===== src/rtl/core/ugl_pkg.sv =====
// ----------------------------------------------------------------------------
// ugl_pkg
// Shared types and constants of the glyph layout engine.
// ----------------------------------------------------------------------------
`default_nettype none

package ugl_pkg;

	// Input commands.
	localparam logic [1:0] CMD_LOAD  = 2'd0;
	localparam logic [1:0] CMD_BEGIN = 2'd1;
	localparam logic [1:0] CMD_TEXT  = 2'd2;

	// Configuration register indexes.
	localparam logic [1:0] REG_UTF8_MODE   = 2'd0;
	localparam logic [1:0] REG_LINE_HEIGHT = 2'd1;

	// Operations passed from the front end to the back end.
	localparam logic [1:0] OP_LOAD  = 2'd0;
	localparam logic [1:0] OP_BEGIN = 2'd1;
	localparam logic [1:0] OP_PLACE = 2'd2;
	localparam logic [1:0] OP_END   = 2'd3;

	// Result kinds.
	localparam logic KIND_QUAD = 1'b0;
	localparam logic KIND_END  = 1'b1;

	localparam logic [20:0] CODE_NEWLINE = 21'd10;
	localparam int unsigned QUEUE_DEPTH  = 4;

	// One glyph table entry; hb holds height minus bearing_y.
	typedef struct packed {
		logic               visible;
		logic signed [11:0] advance;
		logic [9:0]         width;
		logic [9:0]         height;
		logic signed [10:0] bx;
		logic signed [11:0] hb;
	} glyph_t;

	typedef struct packed {
		logic [1:0]         op;
		logic [20:0]        code;
		logic               in_range;
		logic [9:0]         slot;
		glyph_t             glyph;
		logic signed [15:0] start_x;
		logic signed [15:0] start_y;
	} op_t;

endpackage

`default_nettype wire


===== src/rtl/core/ugl_front.sv =====
// ----------------------------------------------------------------------------
// ugl_front
// Classifies accepted words and gathers UTF-8 sequences into code points.
// ----------------------------------------------------------------------------
`default_nettype none

module ugl_front import ugl_pkg::*; #(
	parameter int GLYPH_ENTRIES = 1024
) (
	input  wire logic               clk,
	input  wire logic               arst_n,
	input  wire logic               accept,
	input  wire logic [1:0]         command,
	input  wire logic [9:0]         glyph_slot,
	input  wire logic               glyph_visible,
	input  wire logic signed [11:0] glyph_advance,
	input  wire logic [9:0]         glyph_width,
	input  wire logic [9:0]         glyph_height,
	input  wire logic signed [10:0] bearing_x,
	input  wire logic signed [10:0] bearing_y,
	input  wire logic signed [15:0] start_x,
	input  wire logic signed [15:0] start_y,
	input  wire logic [7:0]         text_byte,
	input  wire logic               utf8_mode,
	output      logic               push,
	output      op_t                entry
);

	logic [20:0] accum_q;
	logic [1:0]  pending_q;
	logic [20:0] accum_d;
	logic [1:0]  pending_d;
	logic [20:0] acc_next;
	logic [1:0]  pend_next;
	logic        emit;
	logic [1:0]  emit_op;
	logic [20:0] emit_code;

	assign acc_next  = {accum_q[14:0], text_byte[5:0]};
	assign pend_next = pending_q - 2'd1;

	always_comb begin
		accum_d   = accum_q;
		pending_d = pending_q;
		emit      = 1'b0;
		emit_op   = OP_PLACE;
		emit_code = 21'(text_byte);
		unique case (command)
			CMD_LOAD: begin
				emit    = (22'(glyph_slot) < 22'(GLYPH_ENTRIES));
				emit_op = OP_LOAD;
			end
			CMD_BEGIN: begin
				accum_d   = '0;
				pending_d = '0;
				emit      = 1'b1;
				emit_op   = OP_BEGIN;
			end
			CMD_TEXT: begin
				priority if (text_byte == 8'd0) begin
					accum_d   = '0;
					pending_d = '0;
					emit      = 1'b1;
					emit_op   = OP_END;
				end else if (!utf8_mode) begin
					accum_d   = '0;
					pending_d = '0;
					emit      = 1'b1;
				end else if (pending_q != 2'd0) begin
					pending_d = pend_next;
					if (pend_next == 2'd0) begin
						accum_d   = '0;
						emit      = 1'b1;
						emit_code = acc_next;
					end else begin
						accum_d = acc_next;
					end
				end else if (text_byte >= 8'hF0) begin
					accum_d   = 21'(text_byte & 8'h07);
					pending_d = 2'd3;
				end else if (text_byte >= 8'hE0) begin
					accum_d   = 21'(text_byte & 8'h0F);
					pending_d = 2'd2;
				end else if (text_byte >= 8'hC0) begin
					accum_d   = 21'(text_byte & 8'h1F);
					pending_d = 2'd1;
				end else begin
					emit = 1'b1;
				end
			end
			default: begin
			end
		endcase
	end

	always_ff @(posedge clk or negedge arst_n) begin
		if (!arst_n) begin
			accum_q   <= '0;
			pending_q <= '0;
		end else if (accept) begin
			accum_q   <= accum_d;
			pending_q <= pending_d;
		end
	end

	always_comb begin
		entry                = '0;
		entry.op             = emit_op;
		entry.code           = emit_code;
		entry.in_range       = (22'(emit_code) < 22'(GLYPH_ENTRIES));
		entry.slot           = glyph_slot;
		entry.start_x        = start_x;
		entry.start_y        = start_y;
		if (glyph_visible) begin
			entry.glyph.visible = 1'b1;
			entry.glyph.advance = glyph_advance;
			entry.glyph.width   = glyph_width;
			entry.glyph.height  = glyph_height;
			entry.glyph.bx      = bearing_x;
			entry.glyph.hb      = $signed({2'b00, glyph_height}) - 12'(bearing_y);
		end
	end

	assign push = accept && emit;

endmodule

`default_nettype wire


===== config.mk =====
export PLATFORM = sky130hd
export DESIGN_NAME = ugl_front
export DESIGN_NICKNAME = d
export VERILOG_FILES = /design/src/rtl/core/ugl_pkg.sv /design/src/rtl/core/ugl_front.sv
export SDC_FILE = /design/constraint.sdc
export NUM_CORES = 1
export LEC_CHECK = 0
export BUFFER_PORTS_ARGS = -buffer_cell sky130_fd_sc_hd__buf_4
export CORE_ASPECT_RATIO = 0.7
export CORE_MARGIN = 2
export CORE_UTILIZATION = 32
export CTS_CLUSTER_DIAMETER = 100
export DETAILED_ROUTE_END_ITERATION = 7
export PLACE_DENSITY = 0.87
export SLEW_MARGIN = 10
export SYNTH_ARGS = -nofsm -noshare
export SYNTH_HDL_FRONTEND = slang
export SYNTH_SLANG_ARGS = --single-unit

===== constraint.sdc =====
create_clock -name clk -period 1.8 [get_ports clk]
set_clock_uncertainty 0.1 [all_clocks]
set_input_delay 0.09 -clock clk [delete_from_list [all_inputs] [get_ports clk]]
set_output_delay 0.09 -clock clk [all_outputs]
set_load 0.1 [all_outputs]

==> flow_summary.json <==
{
  "outcome": "complete, but fails checks",
  "violated_checks": "negative setup slack",
  "gp_routability_congestion": 0.889,
  "vias_per_cell": 4.87,
  "antenna-diode-count": 0,
  "timing.hold.worst_path_depth": 3,
  "r2r_start": "pending_q[0]",
  "dp_hpwl_um": 6620,
  "power_density_nw_per_um2": 568,
  "fmax_mhz": 487,
  "top_ports": 234,
  "crit_path_start_kind": "primary input",
  "layout-drive-gt1-share_pct": 63.4,
  "max-slew-margin-rel_pct": 53.0,
  "dieWidth_um": 102,
  "design.final.nets": 545,
  "finalCriticalPeriod_ps": 2060,
  "syn_area_um2": 2150,
  "clock_tree.root_cell": "sky130_fd_sc_hd__clkbuf_8",
  "ant_nets": 0,
  "timing.hold.worst_endpoint": "accum_q[1]",
  "routed_wirelength_um": 8620,
  "worst-setup-path-type": "in2out",
  "min_from": "text_byte[1]",
  "start_util_pct": 33.8,
  "synth_enable_flop_cells": 0,
  "ys_dominant_reg_cell": "sky130_fd_sc_hd__dfrtp_1",
  "worst-endpoint-required_ps": 1610,
  "cts.sinks": 17,
  "crit_arrival_ps": 1870,
  "cts_htree_levels": 1,
  "synth_nets": 395,
  "synth_top_cell_by_area": "sky130_fd_sc_hd__dfrtp_1",
  "initial_antenna_violation_count": 0,
  "worstReg2RegEnd": "accum_q[3]",
  "initialDrtViolationCount": 146,
  "global_route_wire_length_before_repair_um": 12700,
  "irDropWorstVdd_mv": 0.417,
  "first_pass_iters": 4,
  "ys_seq_elements": 17,
  "std_cell_rows": 24,
  "fillerInstances": 510,
  "hold-worst-slack_ps": 42.1,
  "worst_pin_slew_ps": 704,
  "die_h_um": 72.6,
  "buffer_ports.inserted": 149,
  "final_util_pct": 65.4,
  "grt_pass1_vias": 2529,
  "reg2regPathDepth": 4,
  "timing.final.crit_share_pct": 114,
  "clock_insertion_delay_worst_skew_ps": 250,
  "track_usage_pct": 21.4,
  "avgRoutedWirePerCell_um": 16.9,
  "via_count": 2479,
  "grt_max_degree": 29,
  "clk_slew_on_worst_s_h_paths_ps": 70,
  "critical_path.max_fanout": 3,
  "rsz0062_at_grt": "yes",
  "area.growth.synth_to_final_pct": 93.4,
  "placeable_core_region_um2": 6370,
  "netlist_top_cells_count": "sky130_fd_sc_hd__and2_1 (56), sky130_fd_sc_hd__buf_4 (49), sky130_fd_sc_hd__nor2_1 (18), sky130_fd_sc_hd__dfrtp_1 (17)",
  "worst_slack_ps": -255,
  "max_stage_delay_ps": 340,
  "rrSetupSlack_ps": 50,
  "seq_area_frac_synth_pct": 19.8,
  "synth.top_cells.by_area": "sky130_fd_sc_hd__dfrtp_1 (20%), sky130_fd_sc_hd__buf_4 (17%), sky130_fd_sc_hd__and2_1 (16%)",
  "avgSynthCellArea_um2": 8.00,
  "final_max_slew_viol_count": 0,
  "die_area_um2": 7410,
  "critPathSlowestCell": "sky130_fd_sc_hd__fa_2",
  "detail_route.drc_violations": 0,
  "total_leakage_power_nw": 2.06,
  "total_of_warnings_raised_by_yosys": 0,
  "hold_viol_final": 0,
  "globalRoute.totalOverflow": 0,
  "hold_path.class": "in2reg",
  "post-synth-top-area-fraction_pct": 19.8,
  "clock_tree_from_tritoncts": "built",
  "setup_viol_count_final": 9,
  "cts_buffers": 3,
  "timing.max_cap.violations": 0,
  "post_synth_inst_count": 269,
  "critPathCaptureType": "output port",
  "synthArstFlopShare_pct": 100,
  "fin_tns_setup_ps": -965,
  "synth.distinct_cells": 49,
  "buffer_depth_of_the_longest_clock_path": 2,
  "worstPathCellList": "buf_8 > inv_12 > ha_4 > inv_2 > fa_2 > a21o_1 > a221oi_4 > buf_4 > o211ai_1 > o311ai_4 > buf_12",
  "yosys.cell_count.top_type": "sky130_fd_sc_hd__and2_1"
}
placed cells by master (no fill, tap or decap), drive strengths merged, types with 6 or more instances in the layout:
cell type  count
and2          56
nand2          7
a21oi          8
buf          198
a22o          13
ha            14
dfrtp         17
inv           14
o21ai          6
nor2          18
power breakdown:
part,internal (mW),switching [mW]
clock network,0.154,0.133
registers,0.387,0.00554
logic,0.573,1.11
total,1.11,1.25
routing by layer:
metal / global-route usage (%) / routed length, um
met1: 25.4 / 3280
met2: 39.0 / 4500
met3: 5.08 / 650
met4: 5.04 / 182
met5: 2.80 / 0
area by class of cell:
cell class | instances | area (um^2) | share of cell area, %
Timing Repair Buffer | 201 | 1860 | 44.7
Clock inverter | 1 | 5.00 | 0.120
Sequential cell | 17 | 425 | 10.2
Clock buffer | 3 | 41.3 | 0.991
Multi-Input combinational cell | 181 | 1640 | 39.5
Tap cell | 91 | 114 | 2.73
Inverter | 15 | 72.6 | 1.74
state kept, by name, summed over array words and instances (netlist names):
register / cells
accum_q: 15
pending_q: 2
worst max-delay path, delay by kind of cell:
kind / cells / cell delay [ps]
buf+inv: 5 / 570
compound gates: 4 / 740
fa+ha+maj: 2 / 460
how the worst max path moves through the flow:
stage	from	to	slack [ps]	cells after the start
floorplan	glyph_height[0]	entry[40]	-380	9
detailed placement	glyph_height[0]	entry[40]	-550	11
global route	glyph_height[0]	entry[42]	-300	11
global placement	glyph_height[0]	entry[40]	-500	11
finish	glyph_height[0]	entry[42]	-260	11
CTS	glyph_height[0]	entry[42]	-240	11
stage by stage:
step	power, mW	instances	setup slack [ps]	instance area [um^2]
6_report	2.37	509	-255	4170
5_1_grt	2.45	509	-301	4170
4_1_cts	2.31	503	-238	3910
3_5_place_dp	1.90	488	-552	3520
3_3_place_gp	1.88	488	-496	3520
2_1_floorplan	1.93	269	-377	2420
what timing repair did:
item                                    in CTS  in global routing
hold endpoints to repair                    19                  0
resized for setup                           56                 58
endpoints found under the setup margin      23                 27
buffers inserted                             8                  8
pin swaps                                   22                 15
hold buffers                                 3                  0
logic make-up (layout without fill, tap and decap cells):
kind of cell	count (synthesis)	after routing	share of synthesized area (%)
and+or+nand+nor	107	107	28.4
buffers and inverters	71	220	20.9
AOI/OAI and AO/OA	50	50	18.0
DFF	17	17	19.8
adders and majority gates	15	15	9.06
xor gates and xnor gates	6	6	2.44
muxes	3	3	1.39
(Power assumes the default switching activity.)
