<file path="src/rtl/core/ugl_pkg.sv">
// ----------------------------------------------------------------------------
// ugl_pkg
// Shared types and constants of the glyph layout engine.
// ----------------------------------------------------------------------------
`default_nettype none

package ugl_pkg;

	// Input commands.
	localparam logic [1:0] CMD_LOAD  = 2'd0;
	localparam logic [1:0] CMD_BEGIN = 2'd1;
	localparam logic [1:0] CMD_TEXT  = 2'd2;

	// Configuration register indexes.
	localparam logic [1:0] REG_UTF8_MODE   = 2'd0;
	localparam logic [1:0] REG_LINE_HEIGHT = 2'd1;

	// Operations passed from the front end to the back end.
	localparam logic [1:0] OP_LOAD  = 2'd0;
	localparam logic [1:0] OP_BEGIN = 2'd1;
	localparam logic [1:0] OP_PLACE = 2'd2;
	localparam logic [1:0] OP_END   = 2'd3;

	// Result kinds.
	localparam logic KIND_QUAD = 1'b0;
	localparam logic KIND_END  = 1'b1;

	localparam logic [20:0] CODE_NEWLINE = 21'd10;
	localparam int unsigned QUEUE_DEPTH  = 4;

	// One glyph table entry; hb holds height minus bearing_y.
	typedef struct packed {
		logic               visible;
		logic signed [11:0] advance;
		logic [9:0]         width;
		logic [9:0]         height;
		logic signed [10:0] bx;
		logic signed [11:0] hb;
	} glyph_t;

	typedef struct packed {
		logic [1:0]         op;
		logic [20:0]        code;
		logic               in_range;
		logic [9:0]         slot;
		glyph_t             glyph;
		logic signed [15:0] start_x;
		logic signed [15:0] start_y;
	} op_t;

endpackage

`default_nettype wire

</file>
<file path="src/rtl/core/ugl_queue.sv">
// ----------------------------------------------------------------------------
// ugl_queue
// Short register queue between the front end and the back end.
// ----------------------------------------------------------------------------
`default_nettype none

module ugl_queue import ugl_pkg::*; (
	input  wire logic clk,
	input  wire logic arst_n,
	input  wire logic push,
	input  wire op_t  push_entry,
	output      logic full,
	input  wire logic pop,
	output      logic valid,
	output      op_t  head
);

	localparam int PW = $clog2(QUEUE_DEPTH);

	op_t           slots_q [QUEUE_DEPTH];
	logic [PW-1:0] wr_ptr_q;
	logic [PW-1:0] rd_ptr_q;
	logic [PW:0]   count_q;

	assign full  = (count_q == (PW+1)'(QUEUE_DEPTH));
	assign valid = (count_q != '0);
	assign head  = slots_q[rd_ptr_q];

	always_ff @(posedge clk) begin
		if (push) begin
			slots_q[wr_ptr_q] <= push_entry;
		end
	end

	always_ff @(posedge clk or negedge arst_n) begin
		if (!arst_n) begin
			wr_ptr_q <= '0;
			rd_ptr_q <= '0;
			count_q  <= '0;
		end else begin
			if (push) begin
				wr_ptr_q <= wr_ptr_q + PW'(1);
			end
			if (pop) begin
				rd_ptr_q <= rd_ptr_q + PW'(1);
			end
			if (push && !pop) begin
				count_q <= count_q + (PW+1)'(1);
			end else if (pop && !push) begin
				count_q <= count_q - (PW+1)'(1);
			end
		end
	end

endmodule

`default_nettype wire

</file>
<file path="config.mk">
export PLATFORM = sky130hd
export DESIGN_NAME = ugl_queue
export DESIGN_NICKNAME = d
export VERILOG_FILES = /design/src/rtl/core/ugl_pkg.sv /design/src/rtl/core/ugl_queue.sv
export SDC_FILE = /design/constraint.sdc
export NUM_CORES = 1
export LEC_CHECK = 0
export ABC_AREA = 1
export ABC_CLOCK_PERIOD_IN_PS = 11000
export BUFFER_PORTS_ARGS = -buffer_cell sky130_fd_sc_hd__clkbuf_2
export CORE_MARGIN = 5
export CORE_UTILIZATION = 52
export DETAILED_ROUTE_END_ITERATION = 6
export MAX_ROUTING_LAYER = met4
export PLACE_DENSITY = 0.73
export SLEW_MARGIN = 10
export SYNTH_ARGS = -nofsm -noshare
export SYNTH_HDL_FRONTEND = slang
export SYNTH_SLANG_ARGS = --single-unit
export TNS_END_PERCENT = 10
</file>
<file path="constraint.sdc">
create_clock -name clk -period 11 [get_ports clk]
set_input_delay 1.65 -clock clk [delete_from_list [all_inputs] [get_ports clk]]
set_output_delay 1.65 -clock clk [all_outputs]
set_load 0.05 [all_outputs]
</file>
==> results of run 1 <==
-- cell type report --
| class | instances | area (um2) | share of cell area [%] |
|---|---|---|---|
| timing repair buffer | 258 | 1330 | 5.71 |
| clock inverter | 28 | 184 | 0.791 |
| tap | 518 | 648 | 2.79 |
| clock buffer | 62 | 1360 | 5.85 |
| antenna | 1 | 2.50 | 0.0108 |
| multi-input combinational | 639 | 3900 | 16.8 |
| sequential | 495 | 14800 | 63.8 |
| inverter | 256 | 986 | 4.24 |
-- power by group through the flow --
stage | Clock, mW | Combinational [mW] | Sequential, mW
after floorplan | 0 | 2.60 | 2.61
after CTS | 1.62 | 3.19 | 2.67
after detailed placement | 0 | 3.18 | 2.71
final | 1.59 | 3.14 | 2.67
after global routing | 1.70 | 3.36 | 2.70
after global placement | 0 | 3.14 | 2.69
-- critical path, delay by kind of cell, from the launching register on --
family | cells | cell delay [ps]
AOI/OAI and AO/OA | 1 | 210
buffers and inverters | 3 | 1790
DFF | 1 | 1150
and+or+nand+nor | 1 | 120
-- flip-flops by register name, indices dropped and copies added (netlist names) --
name      flops
slots_q     488
count_q       3
rd_ptr_q      2
wr_ptr_q      2
-- metrics by stage --
step | hold slack (ps) | cells
floorplan | 442 | 1473
global placement | 454 | 2166
detailed placement | 473 | 2166
CTS | 485 | 2256
global route | 532 | 2257
finish | 478 | 2257
-- layer usage --
metal  share of wire, %  wire length, um  GRT usage, %
met5                  0                0             -
met3                5.0             2010          3.49
met2                 51            20700          32.2
met4                2.5             1030          6.02
met1                 41            16500          23.2
-- synthesized netlist by cell type (3+ instances only) --
| cell type | n | area, um2 |
|---|---|---|
| edfxtp_1 | 488 | 14700 |
| nand2_1 | 380 | 1430 |
| clkbuf_1 | 13 | 48.8 |
| o211ai_1 | 144 | 1080 |
| buf_4 | 3 | 22.5 |
| dfrtp_1 | 7 | 175 |
| buf_2 | 48 | 240 |
| xor2_1 | 3 | 26.3 |
| buf_6 | 19 | 214 |
| o211ai_2 | 100 | 1250 |
| ha_1 | 5 | 62.6 |
| inv_1 | 255 | 957 |
-- cell families (layout without fill, tap and decap cells) --
kind of cell / Yosys count / after routing / share of synthesized area, %
flip-flops: 495 / 495 / 73.4
AND/OR/NAND/NOR: 384 / 384 / 7.15
adder cells (fa/ha/maj): 6 / 6 / 0.408
buffers and inverters: 339 / 604 / 7.35
XOR/XNOR: 4 / 4 / 0.173
AO/OA/AOI/OAI: 245 / 245 / 11.6
other: 0 / 1 / 0
-- final timing paths --
| check | from | endpoint | slack, ps | cells past startpoint |
|---|---|---|---|---|
| max | rd_ptr_q[0] | head[76] | 5440 | 5 |
| min | count_q[2] | count_q[2] | 480 | 2 |
| max reg2reg | wr_ptr_q[0] | slots_q[2][19] | 8390 | 5 |
| min reg2reg | count_q[2] | count_q[2] | 480 | 2 |
| max in group asynchronous | arst_n | rd_ptr_q[0] | 9850 | 1 |
| min in group asynchronous | arst_n | count_q[0] | 930 | 1 |
==> impl_metrics.py, run 1 <==
metrics = {
    "yosys": {
        "syn_area_per_cell_um2": 13.7,
        "synth.ff_latch_count": 495,
        "synth.net_count": 1605,
        "ys_warn_count": 0,
        "async_flop_share_pct": 1.41,
        "netlist_area_um2": 20200,
        "synth_edf_count": 488,
        "synth_cell_types": 20,
        "synth_cells": 1473,
        "yosysSeqAreaShare_pct": 73.4,
        "synthFlopType": "edfxtp_1",
    },
    "placed_design": {
        "dp_hpwl_um": 23000,
        "placed_area_um2": 21700,
        "portBuffers": 249,
        "dp_slack_ps": 6040,
        "place.gp.congestion": 0.742,
    },
    "detailed_routing": {
        "drc": 0,
        "vias": 11700,
        "detail-route-antenna-nets": 0,
        "routedWlPerCell_um": 17.8,
        "wl_um": 40200,
        "first_iter_violations": 782,
        "first_pass_iters": 5,
        "viasPerCell": 5.17,
    },
    "pwr": {
        "p_int_mw": 4.08,
        "powerDensity_nw_per_um2": 318,
        "vdd_drop_max_uv": 240,
        "seqPwrFrac_pct": 36.1,
        "p_total_mw": 7.40,
        "switchingPower_mw": 3.32,
        "clock_power_share_pct": 21.5,
        "pwr-share-comb_pct": 42.5,
        "power_leakage_nw": 9.39,
        "swShare_pct": 44.9,
    },
    "final_layout": {
        "fin_util_pct": 60.3,
        "fillers": 2983,
        "final_cell_mix": "edfxtp_1 (488), nand2_1 (380), inv_1 (251)",
        "finalInstanceArea_um2": 23200,
        "drive_above_1_share_pct": 24.7,
        "area_growth_pct": 15.0,
        "final_common_cell": "edfxtp_1",
        "nets": 1832,
    },
    "clock_network": {
        "htree_levels": 2,
        "cts_tree": "built",
        "clk_latency_ps": 570,
        "post-cts-setup-buffers": 0,
        "clock-root-buffer": "clkbuf_16",
        "cts-resized-gates": 0,
        "clock_sinks": 495,
        "cts_max_path_buffers": 3,
        "postCtsHoldBufs": 0,
        "cts.clk_slew.worst_paths_ps": 60,
        "cts_buffers": 50,
    },
    "critical_path": {
        "critPathArrivalTime_ps": 3910,
        "worstSetupEndpointType": "output port",
        "slowest_stage": "dfrtp_4",
        "critPathMaxStageDelay_ps": 1150,
        "cp_data_required_time_ps": 9350,
        "cp_max_fo": 104,
        "path_common_cell": "buf_4",
        "path_class": "reg -> out",
        "critPathLaunchType": "flop",
        "crit_path_cell_trace": "buf_4 > buf_4 > o211ai_1 > nand2_1 > clkbuf_2",
    },
    "die": {
        "die_x_um": 207,
        "die_y_um": 207,
        "io-pin-count": 250,
        "core_area_um2": 38600,
        "initial_core_util_pct": 52.4,
        "die-area_um2": 42900,
        "rows": 72,
    },
    "global_route": {
        "grt_max_degree": 245,
        "antenna_found_initial": 1,
        "grt_use_total_pct": 18.9,
        "grt_first_pass_wirelength_um": 63300,
        "grt_pass1_vias": 11800,
        "grt.overflow.total": 0,
    },
    "min_path": {
        "holdCritPathClass": "reg -> reg",
    },
    "timing": {
        "rsz0062_at_grt": "false",
        "slew_violations": 0,
        "relSlewSlack_pct": 23.6,
        "worst_slack_ps": 5440,
        "hold_viol": 0,
        "worstMarginPinSlew_ps": 1150,
        "finalCriticalPeriod_ps": 5560,
        "finalSetupTns_ps": 0,
        "clock_skew_ps": 12.1,
        "post-route-period-util_pct": 50.5,
        "setup_viol": 0,
        "fmax_ghz": 0.180,
    },
    "flow_run": {
        "maxCapViolCount": 0,
    },
    "status": {
        "status": "completed",
    },
}
Note: power is estimated with default switching activity, not from simulation.
==> run 2, diff against run 1 <==
ABC_CLOCK_PERIOD_IN_PS = 4700   (was 11000)
PLACE_DENSITY = 0.76   (was 0.73)
clock period = 4.7 ns   (was 11 ns; I/O delays follow)
==> run 2 against run 1 <==
Sequential power up 130%. Setup slack worse by 4400 ps. Register-to-register slack worse by 6000 ps. Die area unchanged. Sequential share of layout area down 0.46 points. Highest routed layer unchanged.
==> impl_metrics.py, run 2 (synthesis results as in run 1) <==
metrics = {
    "global_route": {
        "grt_use_total_pct": 19.1,
        "grt_first_pass_wirelength_um": 63500,
        "grt_max_degree": 93,
        "grt_pass1_vias": 11800,
        "antenna_found_initial": 2,
        "grt.overflow.total": 0,
    },
    "clock_network": {
        "post-cts-setup-buffers": 0,
        "clock_sinks": 495,
        "clock-root-buffer": "clkbuf_16",
        "htree_levels": 2,
        "cts_max_path_buffers": 3,
        "cts_buffers": 49,
        "cts.clk_slew.worst_paths_ps": 60,
        "postCtsHoldBufs": 1,
        "cts-resized-gates": 0,
        "clk_latency_ps": 570,
        "cts_tree": "built",
    },
    "final_layout": {
        "drive_above_1_share_pct": 25.2,
        "largestRegisters": "slots_q x488, count_q x3",
        "nets": 1847,
        "final_cell_mix": "edfxtp_1 (488), nand2_1 (380), inv_1 (251)",
        "top_register": "slots_q",
        "final_common_cell": "edfxtp_1",
        "area_growth_pct": 15.8,
        "finalInstanceArea_um2": 23400,
        "stdcell_count": 2273,
        "largest_register_ffs": 488,
    },
    "detailed_routing": {
        "vias": 11700,
        "drc": 0,
        "routedWlPerCell_um": 17.8,
        "first_pass_iters": 4,
        "detail-route-antenna-nets": 0,
        "wl_um": 40500,
        "viasPerCell": 5.13,
        "first_iter_violations": 766,
    },
    "critical_path": {
        "cp.depth": 5,
        "r2r-end": "slots_q[2][72]",
        "critPathMaxStageDelay_ps": 760,
        "r2r-start": "wr_ptr_q[0]",
        "critPathArrivalTime_ps": 2960,
        "worstSetupEndpointType": "output port",
        "crit_path_cell_trace": "inv_6 > buf_4 > o211ai_2 > nand2_1 > clkbuf_2",
        "reg2reg_depth": 5,
        "cp_max_fo": 55,
        "cp_data_required_time_ps": 3990,
        "critPathLaunchType": "flop",
        "rrSetupSlack_ps": 2380,
        "path_class": "reg -> out",
        "crit_family": "buffers and inverters",
        "slowest_stage": "dfrtp_4",
        "crit_start": "rd_ptr_q[1]",
        "endpoint": "head[38]",
        "crit_buf_inv": 3,
    },
    "placed_design": {
        "placed_area_um2": 21900,
        "portBuffers": 249,
        "dp_cells": 2181,
        "place.gp.congestion": 0.771,
        "dp_hpwl_um": 24100,
    },
    "timing": {
        "finalCriticalPeriod_ps": 3670,
        "worstMarginPinSlew_ps": 1030,
        "post-route-period-util_pct": 78.1,
        "finalSetupTns_ps": 0,
        "relSlewSlack_pct": 31.4,
        "clock_skew_ps": 19.3,
        "slew_violations": 0,
        "hold_viol": 0,
        "setup_viol": 0,
        "fmax_ghz": 0.273,
        "rsz0062_at_grt": "false",
    },
    "pwr": {
        "swShare_pct": 44.6,
        "powerDensity_nw_per_um2": 747,
        "vdd_drop_max_uv": 522,
        "power_leakage_nw": 9.47,
        "p_total_mw": 17.5,
        "p_int_mw": 9.69,
        "seqPwrFrac_pct": 35.5,
        "pwr-share-comb_pct": 43.1,
        "clock_power_share_pct": 21.4,
        "switchingPower_mw": 7.79,
    },
    "die": {
        "io-pin-count": 250,
        "die_x_um": 207,
        "initial_core_util_pct": 52.4,
        "rows": 72,
        "die-area_um2": 42900,
        "core_area_um2": 38600,
        "die_y_um": 207,
    },
    "min_path": {
        "holdCritPathClass": "in -> reg",
        "hp-start": "push_entry[53]",
    },
    "flow_run": {
        "maxCapViolCount": 0,
    },
    "status": {
        "status": "completed",
    },
}
-- run 2: cell types whose count changed in the layout (fill, tap and decap cells not counted), moves of 3 or more --
cell       before  now
buf_4           8   18
clkinv_1       16   11
clkbuf_1        9   16
bufinv_16       2    5
clkbuf_16      53   49
buf_12          1    6
-- run 2: final cells by class --
cell class	instances	area [um2]
antenna	3	7.51
inverter	256	986
sequential	495	14800
timing repair buffer	274	1510
fill	2898	15100
clock inverter	23	236
multi-input combinational	639	3900
clock buffer	65	1290
tap	518	648
-- run 2: per-layer routing --
metal | vias up | GRT usage (%) | routed length (um)
met1 | 5653 | 23.7 | 16800
met2 | 288 | 31.6 | 20200
li1 | 5631 | - | -
met3 | 85 | 3.78 | 2320
met4 | 0 | 6.68 | 1160
met5 | - | - | 0
-- run 2: through the flow --
step / hold WS, ps / utilization [%] / setup WS [ps]
floorplan: 409 / - / 868
global placement: 454 / 56.7 / 1560
detailed placement: 493 / 56.7 / 1580
CTS: 307 / 60.7 / 920
global route: 325 / 60.7 / 842
finish: 349 / 60.7 / 1030
-- run 2: power groups by stage --
stage | clock [mW] | sequential (mW) | combinational [mW]
after floorplan | 0 | 6.11 | 6.08
after global placement | 0 | 6.27 | 7.52
after detailed placement | 0 | 6.31 | 7.62
after CTS | 3.82 | 6.22 | 7.65
after global routing | 4.00 | 6.28 | 8.06
final | 3.73 | 6.21 | 7.54
-- run 2: worst reg2reg max path, stage by stage, from the launching register on --
cell     delay, ps
dfrtp_1        430
inv_1          100
ha_1           150
nand2_1        100
inv_6          750
buf_4          450
-- run 2: worst min path at each step --
stage                      to  slack [ps]  cells after the start
3_5_place_dp       count_q[2]         490                      2
4_1_cts        slots_q[1][12]         310                      1
3_3_place_gp       count_q[2]         450                      2
5_1_grt        slots_q[0][63]         330                      1
2_1_floorplan      count_q[0]         410                      0
6_report       slots_q[2][53]         350                      1
